### config.mk
export PLATFORM = sky130hd
export DESIGN_NAME = hpk_queue
export DESIGN_NICKNAME = d
export VERILOG_FILES = /design/src/hdl/hpk_pkg.sv /design/src/hdl/hpk_queue.sv
export VERILOG_INCLUDE_DIRS = /design/src /design/src/hdl
export SDC_FILE = /design/constraint.sdc
export NUM_CORES = 1
export LEC_CHECK = 0
export ABC_AREA = 0
export ABC_CLOCK_PERIOD_IN_PS = 3600
export BUFFER_PORTS_ARGS = -buffer_cell sky130_fd_sc_hd__buf_4
export CORE_ASPECT_RATIO = 0.9
export CORE_MARGIN = 10
export CORE_UTILIZATION = 52
export CTS_CLUSTER_SIZE = 12
export DETAILED_ROUTE_END_ITERATION = 16
export PLACE_DENSITY = 0.8
export SLEW_MARGIN = 0
export SYNTH_ARGS = -nofsm -noshare
export SYNTH_HDL_FRONTEND = slang
export SYNTH_SLANG_ARGS = --single-unit
### constraint.sdc
create_clock -name clk -period 3.6 [get_ports clk]
set_input_delay 0.36 -clock clk [delete_from_list [all_inputs] [get_ports clk]]
set_output_delay 0.36 -clock clk [all_outputs]
set_load 0.05 [all_outputs]
### src/hdl/huffman_code_packer_macros.svh
// Assertion macros shared by the Huffman code packer RTL.
// Expects clk and rst_n in the scope of each use.
`ifndef HUFFMAN_CODE_PACKER_MACROS_SVH
`define HUFFMAN_CODE_PACKER_MACROS_SVH

// same-cycle implication, checked out of reset
`define HPK_ASSERT_IMP(label, cond, prop, msg) \
    label: assert property (@(posedge clk) disable iff (!rst_n) (cond) |-> (prop)) \
        else $error(msg);

// next-cycle implication, checked out of reset
`define HPK_ASSERT_NXT(label, cond, prop, msg) \
    label: assert property (@(posedge clk) disable iff (!rst_n) (cond) |=> (prop)) \
        else $error(msg);

`endif

### src/hdl/hpk_pkg.sv
// Package of the Huffman code packer: operation codes, stream widths,
// queue status type and the byte mask helper. No dependencies.
package hpk_pkg;

    // operation carried in s_tuser
    typedef enum logic [1:0] {
        OP_LOAD   = 2'd0,
        OP_ENCODE = 2'd1,
        OP_END    = 2'd2,
        OP_NONE   = 2'd3
    } op_t;

    localparam int BYTE_BITS = 8;
    localparam int S_TDATA_W = 48;
    localparam int M_TDATA_W = 24;
    localparam int Q_DEPTH   = 2;
    localparam logic [15:0] TOTAL_MAX = 16'hFFFF;

    // job queue status seen by front and back
    typedef struct packed {
        logic not_empty;
        logic full;
    } q_status_t;

    // mask of the n low bits of a byte, n in 0..8
    function automatic logic [7:0] low_mask(input logic [3:0] n);
        logic [7:0] m;
        m = (n == 4'd0) ? 8'h00 : (8'hFF >> (4'd8 - n));
        return m;
    endfunction

endpackage

### src/hdl/hpk_queue.sv
// Two-entry job queue between the front and back of the code packer.
// Depends on hpk_pkg and huffman_code_packer_macros.svh.
`include "huffman_code_packer_macros.svh"

module hpk_queue #(
    parameter int DATA_W = 8
) (
    input  logic                clk,
    input  logic                rst_n,
    input  logic                push,
    input  logic [DATA_W-1:0]   push_data,
    input  logic                pop,
    output logic [DATA_W-1:0]   pop_data,
    output hpk_pkg::q_status_t  status
);
    import hpk_pkg::*;

    localparam int PTR_W = (Q_DEPTH > 1) ? $clog2(Q_DEPTH) : 1;

    logic [DATA_W-1:0] slot_reg [Q_DEPTH];
    logic [PTR_W-1:0]  wr_ptr_reg;
    logic [PTR_W-1:0]  rd_ptr_reg;
    logic [PTR_W:0]    count_reg;

    function automatic logic [PTR_W-1:0] ptr_inc(input logic [PTR_W-1:0] p);
        logic [PTR_W-1:0] r;
        r = (p == PTR_W'(Q_DEPTH - 1)) ? '0 : p + 1'b1;
        return r;
    endfunction

    // storage
    always_ff @(posedge clk)
    begin
        if (push)
        begin
            slot_reg[wr_ptr_reg] <= push_data;
        end
    end

    // pointers and fill count
    always_ff @(posedge clk or negedge rst_n)
    begin
        if (!rst_n)
        begin
            wr_ptr_reg <= '0;
            rd_ptr_reg <= '0;
            count_reg  <= '0;
        end
        else
        begin
            if (push)
            begin
                wr_ptr_reg <= ptr_inc(wr_ptr_reg);
            end
            if (pop)
            begin
                rd_ptr_reg <= ptr_inc(rd_ptr_reg);
            end
            if (push && !pop)
            begin
                count_reg <= count_reg + 1'b1;
            end
            else if (pop && !push)
            begin
                count_reg <= count_reg - 1'b1;
            end
        end
    end

    assign pop_data         = slot_reg[rd_ptr_reg];
    assign status.not_empty = (count_reg != '0);
    assign status.full      = (count_reg == (PTR_W + 1)'(Q_DEPTH));

    `HPK_ASSERT_IMP(a_no_overflow, push, !status.full, "job queue written while full")
    `HPK_ASSERT_IMP(a_no_underflow, pop, status.not_empty, "job queue read while empty")

endmodule

======== Yosys cells after proc, flatten, opt, wreduce, memory -nomap -nowiden ========
Memory sizes are Yosys's and may differ from the RTL's.
Cells that the tools add are included.
operators by class
  add/sub/neg operators ................... 4
  equality and inequality tests ........... 1
  mux-type cells .......................... 6
  reduce and logical (&&, ||, !) cells .... 6
operators with widths
  cell                 number
  $mux 1               4
  $mux 2               2
  $reduce_bool 2->1    2
  $add 1x1->1 const B  2
  $add 2x1->2 const B  1
  $eq 2x2->1 const B   1
  $logic_and 1x1->1    2
  $logic_not 1->1      2
  $sub 2x1->2 const B  1
storage, ports and cells
  register bits after elaboration ......... 4
  memory bits (writable) .................. 16
  output and inout bits ................... 10
  word-level logic and storage cells ...... 21
  memories ................................ 1
memory list
  memory    words  bits a word  rd ports  clocked after Yosys merged registers in  write ports  RTL line         RTL
  slot_reg  2      8            1         0                                        1            hpk_queue.sv:20  logic [DATA_W-1:0] slot_reg [Q_DEPTH];

======== Depth between registers and ports, before layout ========
  word-level depth ........................ 4
  depth in mapped cells ................... 5
  gate-level depth less buffers ........... 5

======== Worst setup path after synthesis ========
Ideal clock, no wire load.
  path type ............................... register to output
  start point ............................. register rd_ptr_reg
  end point ............................... output pop_data[0]
  arrival ................................. 0.900 ns
  required time ........................... 3.240 ns
  setup slack ............................. 2.340 ns
  stages on the path, launching flop included .. 3
  cells stage by stage .................... dfrtp_1 -> buf_6 -> mux2_2
between the ends
  longest elaborated chain between the ends .. 1
RTL lines
  element                 RTL line         RTL
  start, declared         hpk_queue.sv:22  logic [PTR_W-1:0] rd_ptr_reg;
  start signal, assigned  hpk_queue.sv:57  rd_ptr_reg <= ptr_inc(rd_ptr_reg);
  $mem_v2 2x8             --
  end, declared           hpk_queue.sv:13  output logic [DATA_W-1:0] pop_data,
Every way passes these cells.

======== Worst setup path in the final report ========
  start point ............................. register rd_ptr_reg
  end point ............................... output pop_data[1]
The elaborated chain is that of the path after synthesis.

==> metrics.txt <==
largest family of logic cells by synthesized area=multiplexers; Hold Buf Count CTS=1; Mapped Nets=54; #FFs+latches synth=20; Max-cap violations=0; FP Rows=13; WL final=1290 microns; Crit Path Max Fanout=9; post-synthesis mux area share=between 10% and 20%; RSZ-0062 raised after global routing=no; number of setup buffers added after CTS=0; Die Area=3430 sq um; CP Buf/Inv Count=1; Inserted Clock Buffers=3; Ports=22; Sink Count=20; synthesized-area fraction occupied by adder cells=about 1.6%; Final Cycle Share=about half; vias=397; Synth Warn #=0; status=complete, no violations; min cycle time layout=~1800 ps; CP max stage delay=between 500 and 600 ps; Bufs on Longest Clock Path=2; Worst slew margin=approximately 52%; WL per Instance=roughly 16 microns; CTS Root Cell=clkbuf_4; CP Cell Sequence=mux2_2, buf_4; vias per inst=around 4.9; placed insts=between 70 and 80; Final setup viols=0; Clock Skew=3.78 ps; ant diodes=0; DR iter-0 viols=7; commonest non-fill, non-tap cell in the layout=buf_4; Die Y-Extent=between 50 and 60 microns; pwr dens=916 nW/um^2; DP HPWL=between 900 and 1000 microns; synth-to-layout area growth=29.4%; Post-Route Setup TNS=0 ps; First-pass DRT Iterations=4; starting density of the core=~54%; CP required=roughly 3200 ps; final net count=80; synth unique cells=13; final core occ=roughly 70%; Worst Setup End Kind=output port; area fraction in compound gates after synthesis=0%; floorplan core area=1430 sq um; Startpoint Class=flip-flop; Non-Filler Instances=between 80 and 90; sequential area share after synthesis=roughly three quarters; P_leak=0.410 nW; GRT Total Usage=under 10%; syn_area_per_cell=between 15 and 20 sq um; largest net degree at the start of global routing=13; number of routed nets with antenna violations=0; first-pass GRT wire length=around 2200 microns; # H-tree levels=1; synthesized area=approximately 770 sq um; Remaining DRCs=0; port bufs=21; WS Path Type=reg2out; vias in the first global route=between 400 and 500; Slew Limit Fails=0; max reg flops=16; TritonCTS clock tree=done; RePlAce Congestion=0.646; most frequent cells in the layout=buf_4 (21), edfxtp_1 (16), mux2_2 (8); Crit path max-delay family=flip-flops; DIE WIDTH=60.6 microns; initial antenna violation count=0; Hold Path Class=in2reg; Final Hold Fails=0; post-synthesis instance total=between 40 and 50; Synth Area in Simple Gates=4.05%; Clk Latency, worst-skew pair=~290 ps; cts repair resizes=0; Synth Area in XOR/XNOR=under 10%; fraction of layout cells with a size suffix above 1=a little over half; Worst EP arrival=1450 ps; Least-Margin Pin Slew=slightly above 700 ps; VDD IR max=0.504 mV; Critical Path Slowest Stage Cell=dfrtp_1; Max Freq=about 0.55 GHz; CTS clk-pin slew, worst paths=between 100 and 150 ps; grt ovf=0
## routing by layer
| layer | track usage (%) | part of all wire [%] | up-vias |
|---|---|---|---|
| li1 | - | - | 197 |
| met1 | 9.79 | 40 | 189 |
| met2 | 13.2 | 53 | 9 |
| met3 | 3.82 | 6.3 | 2 |
| met4 | 2.82 | 0.70 | 0 |
| met5 | 0 | 0 | - |
## worst paths after layout
path	from	to	slack, ps	depth (start not counted)
hold / removal	push_data[4]	slot_reg[1][4]	250	1
setup / recovery	rd_ptr_reg	pop_data[1]	1790	2
min in group asynchronous	rst_n	wr_ptr_reg	380	2
hold reg to reg	wr_ptr_reg	wr_ptr_reg	490	1
setup reg to reg	wr_ptr_reg	slot_reg[0][3]	2250	1
max in group asynchronous	rst_n	count_reg[1]	3120	2
## kinds of logic after synthesis
kind of cell / after synthesis
multiplexers: 8
buffers and inverters: 2
flip-flops: 20
AND/OR/NAND/NOR: 5
XOR/XNOR: 5
adder cells (fa/ha/maj): 1
## layout make-up
class,count,area (sq um)
fillers,107,430
inverters,1,3.75
repair buffers,22,168
clock buffers,3,22.5
clock inverters,1,30.0
flip-flops and latches,20,581
multi-input cells,19,178
well taps,15,18.8
## Yosys cell counts (all sizes together)
cell type / number / area (sq um)
and2: 1 / 6.26
and2b: 1 / 8.76
buf: 1 / 11.3
dfrtp: 4 / 100
edfxtp: 16 / 480
ha: 1 / 12.5
inv: 1 / 3.75
mux2: 8 / 90.1
nor2: 1 / 3.75
nor2b: 1 / 6.26
or2: 1 / 6.26
xnor2: 1 / 8.76
xor2: 4 / 35.0
## per-stage QoR
stage               cell area (sq um)  worst slack [ps]  power (mW)  hold WS, ps
CTS                              1000              1770       0.927          236
finish                           1000              1790       0.917          245
floorplan                         773              2340       0.647         64.4
detailed placement                938              2090       0.750          161
global route                     1000              1700       0.964          217
global placement                  938              2120       0.742          159
## power breakdown
part           internal, mW  leakage (nW)  total, mW  switching [mW]
Clock                 0.112        0.0279      0.177          0.0650
Sequential            0.314         0.197      0.359          0.0444
Combinational         0.138         0.185      0.381           0.243
Note: power is estimated with default switching activity, not from simulation.
