**src/hdl/huffman_code_packer_macros.svh**
```systemverilog
// Assertion macros shared by the Huffman code packer RTL.
// Expects clk and rst_n in the scope of each use.
`ifndef HUFFMAN_CODE_PACKER_MACROS_SVH
`define HUFFMAN_CODE_PACKER_MACROS_SVH

// same-cycle implication, checked out of reset
`define HPK_ASSERT_IMP(label, cond, prop, msg) \
    label: assert property (@(posedge clk) disable iff (!rst_n) (cond) |-> (prop)) \
        else $error(msg);

// next-cycle implication, checked out of reset
`define HPK_ASSERT_NXT(label, cond, prop, msg) \
    label: assert property (@(posedge clk) disable iff (!rst_n) (cond) |=> (prop)) \
        else $error(msg);

`endif

```
**src/hdl/hpk_pkg.sv**
```systemverilog
// Package of the Huffman code packer: operation codes, stream widths,
// queue status type and the byte mask helper. No dependencies.
package hpk_pkg;

    // operation carried in s_tuser
    typedef enum logic [1:0] {
        OP_LOAD   = 2'd0,
        OP_ENCODE = 2'd1,
        OP_END    = 2'd2,
        OP_NONE   = 2'd3
    } op_t;

    localparam int BYTE_BITS = 8;
    localparam int S_TDATA_W = 48;
    localparam int M_TDATA_W = 24;
    localparam int Q_DEPTH   = 2;
    localparam logic [15:0] TOTAL_MAX = 16'hFFFF;

    // job queue status seen by front and back
    typedef struct packed {
        logic not_empty;
        logic full;
    } q_status_t;

    // mask of the n low bits of a byte, n in 0..8
    function automatic logic [7:0] low_mask(input logic [3:0] n);
        logic [7:0] m;
        m = (n == 4'd0) ? 8'h00 : (8'hFF >> (4'd8 - n));
        return m;
    endfunction

endpackage

```
**src/hdl/hpk_back.sv**
```systemverilog
// Back of the code packer: bit accumulator, byte emitter, bit total and
// output register. Depends on hpk_pkg and huffman_code_packer_macros.svh.
`include "huffman_code_packer_macros.svh"

module hpk_back #(
    parameter int MAX_CODE_BITS = 32,
    parameter int LEN_W         = 6,
    parameter int JOB_W         = 39
) (
    input  logic                         clk,
    input  logic                         rst_n,
    input  hpk_pkg::q_status_t           q_stat,
    input  logic [JOB_W-1:0]             job,
    output logic                         pop,
    output logic                         m_tvalid,
    input  logic                         m_tready,
    output logic [hpk_pkg::M_TDATA_W-1:0] m_tdata,
    output logic                         m_tuser,
    output logic                         m_tlast
);
    import hpk_pkg::*;

    localparam int ACC_W = MAX_CODE_BITS + 7;
    localparam int CNT_W = $clog2(ACC_W + 1);

    typedef enum logic {
        ST_IDLE,
        ST_EMIT
    } state_t;

    state_t                   state_reg;
    logic [ACC_W-1:0]         acc_reg;
    logic [CNT_W-1:0]         cnt_reg;
    logic [6:0]               pend_bits_reg;
    logic [2:0]               pend_cnt_reg;
    logic [15:0]              total_reg;
    logic                     out_valid_reg;
    logic [7:0]               out_byte_reg;
    logic [15:0]              out_total_reg;
    logic                     out_data_reg;
    logic                     out_last_reg;

    logic                     job_end;
    logic [LEN_W-1:0]         job_len;
    logic [MAX_CODE_BITS-1:0] job_code;
    logic                     out_free;
    logic                     out_load;
    logic [ACC_W-1:0]         acc_load;
    logic [CNT_W-1:0]         cnt_load;
    logic [16:0]              total_sum;
    logic [15:0]              total_load;
    logic [7:0]               emit_byte;
    logic [CNT_W-1:0]         cnt_after;
    logic [7:0]               end_byte;

    assign {job_end, job_len, job_code} = job;
    assign out_free = !out_valid_reg || m_tready;

    // append the code under the pending bits
    assign acc_load   = (ACC_W'(pend_bits_reg) << job_len) | ACC_W'(job_code);
    assign cnt_load   = CNT_W'(pend_cnt_reg) + CNT_W'(job_len);
    assign total_sum  = {1'b0, total_reg} + 17'(job_len);
    assign total_load = total_sum[16] ? TOTAL_MAX : total_sum[15:0];

    // next byte from the top of the accumulated bits
    assign cnt_after = cnt_reg - CNT_W'(BYTE_BITS);
    assign emit_byte = 8'(acc_reg >> cnt_after);

    // final partial byte, left aligned and zero padded
    assign end_byte = 8'({1'b0, pend_bits_reg} << (4'(BYTE_BITS) - {1'b0, pend_cnt_reg}));

    assign pop = (state_reg == ST_IDLE) && q_stat.not_empty && (!job_end || out_free);

    // a new output word this cycle, from an end job or the emitter
    assign out_load = (pop && job_end) || ((state_reg == ST_EMIT) && out_free);

    // sequencer, accumulator and output register
    always_ff @(posedge clk or negedge rst_n)
    begin
        if (!rst_n)
        begin
            state_reg     <= ST_IDLE;
            acc_reg       <= '0;
            cnt_reg       <= '0;
            pend_bits_reg <= '0;
            pend_cnt_reg  <= '0;
            total_reg     <= '0;
            out_valid_reg <= 1'b0;
            out_byte_reg  <= '0;
            out_total_reg <= '0;
            out_data_reg  <= 1'b0;
            out_last_reg  <= 1'b0;
        end
        else
        begin
            // output word: a new word replaces a taken one
            if (out_load)
            begin
                out_valid_reg <= 1'b1;
            end
            else if (m_tready)
            begin
                out_valid_reg <= 1'b0;
            end
            case (state_reg)
                ST_IDLE:
                begin
                    if (pop && job_end)
                    begin
                        out_byte_reg  <= (pend_cnt_reg != 3'd0) ? end_byte : 8'h00;
                        out_data_reg  <= (pend_cnt_reg != 3'd0);
                        out_total_reg <= total_reg;
                        out_last_reg  <= 1'b1;
                        pend_bits_reg <= '0;
                        pend_cnt_reg  <= '0;
                        total_reg     <= '0;
                    end
                    else if (pop)
                    begin
                        total_reg <= total_load;
                        acc_reg   <= acc_load;
                        cnt_reg   <= cnt_load;
                        if (cnt_load >= CNT_W'(BYTE_BITS))
                        begin
                            state_reg <= ST_EMIT;
                        end
                        else
                        begin
                            pend_bits_reg <= acc_load[6:0] & 7'(low_mask(4'(cnt_load)));
                            pend_cnt_reg  <= 3'(cnt_load);
                        end
                    end
                end
                ST_EMIT:
                begin
                    if (out_free)
                    begin
                        out_byte_reg  <= emit_byte;
                        out_data_reg  <= 1'b1;
                        out_total_reg <= total_reg;
                        out_last_reg  <= 1'b0;
                        cnt_reg       <= cnt_after;
                        if (cnt_after < CNT_W'(BYTE_BITS))
                        begin
                            pend_bits_reg <= acc_reg[6:0] & 7'(low_mask(4'(cnt_after)));
                            pend_cnt_reg  <= 3'(cnt_after);
                            state_reg     <= ST_IDLE;
                        end
                    end
                end
                default:
                begin
                    state_reg <= ST_IDLE;
                end
            endcase
        end
    end

    assign m_tvalid = out_valid_reg;
    assign m_tdata  = {out_total_reg, out_byte_reg};
    assign m_tuser  = out_data_reg;
    assign m_tlast  = out_last_reg;

    `HPK_ASSERT_IMP(a_emit_has_byte, state_reg == ST_EMIT,
        cnt_reg >= CNT_W'(BYTE_BITS), "emitting with less than a byte")
    `HPK_ASSERT_IMP(a_empty_end_zero, m_tvalid && m_tlast && !m_tuser,
        m_tdata[7:0] == 8'h00, "empty end word carries bits")
    `HPK_ASSERT_NXT(a_end_clears, pop && job_end,
        pend_cnt_reg == 3'd0 && total_reg == 16'h0000, "end did not clear the accumulator")

endmodule

```
**config.mk**
```make
export PLATFORM = sky130hd
export DESIGN_NAME = hpk_back
export DESIGN_NICKNAME = d
export VERILOG_FILES = /design/src/hdl/hpk_pkg.sv /design/src/hdl/hpk_back.sv
export VERILOG_INCLUDE_DIRS = /design/src /design/src/hdl
export SDC_FILE = /design/constraint.sdc
export NUM_CORES = 1
export LEC_CHECK = 0
export BUFFER_PORTS_ARGS = -buffer_cell sky130_fd_sc_hd__buf_2
export CAP_MARGIN = 20
export CORE_UTILIZATION = 50
export CTS_CLUSTER_SIZE = 12
export DETAILED_ROUTE_END_ITERATION = 8
export PLACE_DENSITY_LB_ADDON = 0.1
export RECOVER_POWER = 100
export SLEW_MARGIN = 5
export SYNTH_ARGS = -nofsm -noshare
export SYNTH_HDL_FRONTEND = slang
export SYNTH_SLANG_ARGS = --single-unit
```
**constraint.sdc**
```tcl
create_clock -name clk -period 4.6 [get_ports clk]
set_clock_uncertainty 0.15 [all_clocks]
set_input_delay 0.69 -clock clk [delete_from_list [all_inputs] [get_ports clk]]
set_output_delay 0.69 -clock clk [all_outputs]
set_load 0.1 [all_outputs]
```
; Word-level counts from Yosys, hierarchy flattened
; Index checks and enable logic that the tools add are counted.
[totals]
latchBits = 0
ram_bits = 0
ff_bits = 99
mem_bits_ro = 0
out_inout_bits = 28
elab_cells = 97
mem_count = 0
inputBits = 44
[classes]
n_mul = 0
eq_ne = 7
n_mux = 42
magnitude_cmp = 2
div = 0
add_sub_neg = 6
shift = 5
bitwise = 5
reduce_logical = 19
[op_table]
columns = op, count
row1 = $mux 16, 5
row2 = $mux 7, 7
row3 = $or 39x32->39, 1
row4 = $shl 7x6->39, 1
row5 = $shr 39x6->8, 1
row6 = $pmux 16 s2, 1
row7 = $mux 8, 3
row8 = $mux 6, 3
row9 = $add 16x6->17, 1
row10 = $pmux 8 s2, 1
row11 = $shr 8x4->7 const A, 2
row12 = $mux 3, 5
row13 = $and 7x7->7, 2
row14 = $pmux 7 s2, 1
row15 = $pmux 6 s2, 1
row16 = $mux 1, 11
row17 = $logic_not 4->1, 2
row18 = $shl 7x4->8, 1
row19 = $sub 4x4->4 const A, 2
row20 = $add 3x6->6, 1
row21 = $ge 6x4->1 const B, 1
row22 = $lt 6x4->1 const B, 1
row23 = $ne 2x1->1 const B, 3
row24 = $pmux 1 s2, 3
row25 = 15 further kinds, 26

; Logic depth before layout (Yosys ltp)
[logic_depth]
depth_word = 9
depth_mapped = 11
mapped_depth_nobuf = 10

; Least setup slack after synthesis
; OpenSTA, ideal clock, no wires.
[synth_path]
path_kind = in2reg
startpoint = in job[32]
endpoint = reg pend_bits_reg[5]
setup_time_ns = 0.082
setup_slack_ns = 1.281
t_arrival_ns = 3.087
path_buffers = 0
stages = 10
t_required_ns = 4.368
path_cell_list = ha_1 > fa_1 > inv_1 > ha_1 > o21bai_1 > a32o_1 > o32ai_1 > o21ai_1 > or4_1 > a31oi_1
[synth_via]
elab_chain_cells = 9
word_cells_on_any_way = 15
cone_classes = add/sub: 2 / order compare: 1 / eq/ne: 1 / shift: 2 / mux: 5 / bitwise: 2 / reduce/logical: 2
[synth_lines]
columns = element, line
row1 = start: declaration, hpk_back.sv:13  ; input logic [JOB_W-1:0] job,
row2 = $add 3x6->6, hpk_back.sv:61  ; assign cnt_load = CNT_W'(pend_cnt_reg) + CNT_W'(job_len);
row3 = $sub 4x4->4, hpk_pkg.sv:28  ; m = (n == 4'd0) ? 8'h00 : (8'hFF >> (4'd8 - n));
row4 = $shr 8x4->7, hpk_pkg.sv:28
row5 = $mux 7, hpk_pkg.sv:28
row6 = $and 7x7->7, hpk_back.sv:129  ; pend_bits_reg <= acc_load[6:0] & 7'(low_mask(4'(cnt_load)));
row7 = $mux 7, hpk_back.sv:123  ; if (cnt_load >= CNT_W'(BYTE_BITS))
row8 = $mux 7, hpk_back.sv:118  ; else if (pop)
row9 = $mux 7, hpk_back.sv:108  ; if (pop && job_end)
row10 = $pmux 7 s2, hpk_back.sv:105  ; case (state_reg)
row11 = end signal: assignment, hpk_back.sv:129
row12 = end signal: assignment, hpk_back.sv:145  ; pend_bits_reg <= acc_reg[6:0] & 7'(low_mask(4'(cnt_after)));
row13 = end: declaration, hpk_back.sv:34  ; logic [6:0] pend_bits_reg;
; Parallel ways exist; a longest one is shown, timed or not. The select of a mux whose other input is x is not followed.
; A chain may end at the register's enable or synchronous reset.

; Worst setup path in the final report
; Same ends and word-level chain as after synthesis.

==> flow_summary.toml <==
[run_status]
status = "finished with violations"
violations = "max-capacitance violations, max-slew violations"

[sta]
max_clock_freq_mhz = 257
rsz0062_at_grt = "no"
finalWorstSetupSlack_ns = 0.706
slew_viol_final = 132
final.min_clock_period_ns = 3.89
setup_viol = 0
holdWs_ns = 0.325
max-slew-margin-rel_pct = -22.4
fin_crit_sh_pct = 84.7
hold_viol = 0
worst_slew_pin_slew_ns = 1.84
tns_ns = 0

[routing]
vias_per_cell = 6.31
drt_pre_antenna_iters = 5
vias = 6693
detail-route-antenna-nets = 0
wl_per_cell_um = 20.0
drt_wl_total_mm = 21.2
dr.first_iter.drc_count = 712
route.detailed.drc = 0

[clock_network]
ctsResizeCount = 0
cts_tree = "built"
cts_max_path_buffers = 2
clk_pin_slew_worst_paths_ns = 0.07
clkSinkCount = 99
root_buffer = "clkbuf_16"
holdBufCountCts = 0
cts_setup_buffers = 0
htreeDepth = 3
cts_buffers = 9
clk-insertion-delay-late_ns = 0.36

[final_layout]
postLayoutCoreUtil_pct = 56.6
final_nets = 939
register_area_um2 = 2480
largest_reg_flops = 39
multiInputGateArea_um2 = 4500
diodes = 0
drive_gt1_share_pct = 13.0
fillCellCount = 1354
fin_area_um2 = 7980
area_delta_synth_final_pct = 9.03

[worst_hold_path]
hold_class = "reg -> reg"

[setup_path]
start_kind = "input port"
worstPathMaxFanout = 13
critPathKind = "in -> reg"
cp-end-kind = "flip-flop"
worstPathRequired_ns = 4.72
critPathArrivalTime_ns = 4.02

[synthesis]
synth-seq-area-share_pct = 33.8
synth_top_area_share_pct = 33.8
syn_inst = 836
yosys_warnings = 0
syn_avg_cell_area_um2 = 8.76
synth_area_leaders = "dfrtp_1 34%, nand2_1 8.0%, mux2i_1 6.8%"
yosys.area.top_type = "dfrtp_1"
synthFlopType = "dfrtp_1"
syn_nets = 900
ys_types = 72
synthArstFlopShare_pct = 100
ys_seq_elements = 99
synth_edf_count = 0
syn_area_um2 = 7320

[global_route]
grt_pass1_wl_mm = 33.6
grt_pass1_vias = 6269
grt.total_usage_pct = 29.2
gr-total-overflow = 0
grt_max_degree = 75
antenna_found_initial = 0

[floorplanning]
die_w_um = 123
die_h_um = 123
dieArea_um2 = 15100
ios = 72
rows = 43
initial_core_util_pct = 51.9
core_um2 = 14100

[pwr]
vdd_drop_max_mv = 0.390
power_density_nw_per_um2 = 811
leakage_uw = 0.00352

[place]
post_dp_cell_area_um2 = 7730
port_buffers = 70
dp_slack_ns = 0.713
gp_congestion = 0.950
hpwl_mm = 15.9

[job]
drv_cap = 2
==> placed cells by master (no fill, tap or decap), types with 4 or more instances in the layout <==
cell type / Yosys / routed
nand2_1: 156 / 156
dfrtp_1: 99 / 99
o21ai_0: 68 / 70
nor2_1: 56 / 56
mux2i_1: 50 / 50
a21oi_1: 39 / 39
buf_2: 10 / 39
clkbuf_1: 30 / 36
mux2_2: 27 / 26
mux4_2: 20 / 20
ha_1: 18 / 18
nand3_1: 17 / 17
inv_1: 17 / 17
a31oi_1: 14 / 14
nor2b_1: 12 / 12
a22oi_1: 11 / 11
nor3_1: 11 / 11
o211ai_1: 11 / 11
clkbuf_16: 0 / 9
nand2b_1: 8 / 8
xnor2_1: 8 / 8
a22o_1: 8 / 8
and3_1: 7 / 7
a21o_1: 7 / 7
nand4_1: 7 / 7
o22ai_1: 7 / 7
a211oi_1: 6 / 6
or4_1: 6 / 6
buf_4: 2 / 6
a221oi_1: 5 / 5
and2_1: 7 / 5
a211o_1: 5 / 5
nor3b_1: 4 / 4
o41ai_1: 4 / 4
o311ai_0: 4 / 4
o31ai_1: 4 / 4
==> kinds of logic (layout without fill, tap and decap cells) <==
group,after synthesis,in the layout,synth area share [%]
xor gates and xnor gates,11,11,1.32
buffers and inverters,75,119,4.70
DFF,99,99,33.8
muxes,97,97,17.1
adders and majority gates,20,20,3.62
and+or+nand+nor,304,304,18.6
AOI/OAI and AO/OA,230,230,20.7
==> per-stage QoR <==
| stage | std cells | power (uW) |
|---|---|---|
| 2_1_floorplan | 836 | 4670 |
| 3_3_place_gp | 1044 | 5490 |
| 3_5_place_dp | 1044 | 5590 |
| 4_1_cts | 1060 | 6440 |
| 5_1_grt | 1060 | 6870 |
| 6_report | 1060 | 6470 |
==> report_power, final <==
| part | internal (uW) | total (uW) | switching, uW | leakage, uW |
|---|---|---|---|---|
| clock | 461 | 833 | 372 | 0.000159 |
| combinational | 1450 | 3950 | 2490 | 0.00210 |
| sequential | 1200 | 1690 | 490 | 0.00126 |
==> routing by layer <==
layer	global-route usage [%]	vias to the layer above	wire length [um]
met5	0	-	0
met4	8.28	0	318
li1	-	3144	-
met3	3.87	27	1260
met2	43.1	262	9360
met1	44.3	3260	10300
==> worst paths after layout <==
check	slack (ns)	from	end	cells past startpoint
max in group asynchronous	1.53	rst_n	total_reg[1]	2
min	0.32	out_total_reg[9]	out_total_reg[9]	2
min in group asynchronous	0.68	rst_n	out_byte_reg[3]	1
max reg2reg	0.76	cnt_reg[0]	out_byte_reg[4]	7
max	0.71	job[32]	pend_bits_reg[5]	11
min reg2reg	0.32	out_total_reg[9]	out_total_reg[9]	2
==> area by class of cell <==
class | count | area share [%]
clock buffers | 11 | 3.17
clock inverters | 5 | 0.847
inverters | 21 | 0.988
multi-input cells | 662 | 56.4
flip-flops and latches | 99 | 31.0
well taps | 180 | 2.82
repair buffers | 82 | 4.77
==> synthesized netlist by cell type (4+ instances only) <==
cell,count
a21o_1,7
buf_2,10
dfrtp_1,99
a31oi_1,14
o41ai_1,4
a211oi_1,6
mux4_2,20
a211o_1,5
nor2_1,56
nand2b_1,8
nand4_1,7
a22o_1,8
and3_1,7
o22ai_1,7
a22oi_1,11
nor3b_1,4
inv_1,17
nor2b_1,12
mux2i_1,50
xnor2_1,8
nand3_1,17
a221oi_1,5
o211ai_1,11
o311ai_0,4
nor3_1,11
buf_1,7
and2_1,7
clkbuf_1,30
nand2_1,156
o21ai_0,68
o31ai_1,4
ha_1,18
or4_1,6
mux2_2,27
a21oi_1,39
==> critical path, cell delays in order <==
cell and delay, ns:
clkbuf_1 0.29, ha_1 0.36, fa_1 0.60, inv_1 0.12
ha_1 0.25, o21bai_1 0.16, a32o_1 0.22, o32ai_1 0.27
o21ai_0 0.36, or4_1 0.52, a31oi_1 0.18
Note: power is estimated with default switching activity, not from simulation.
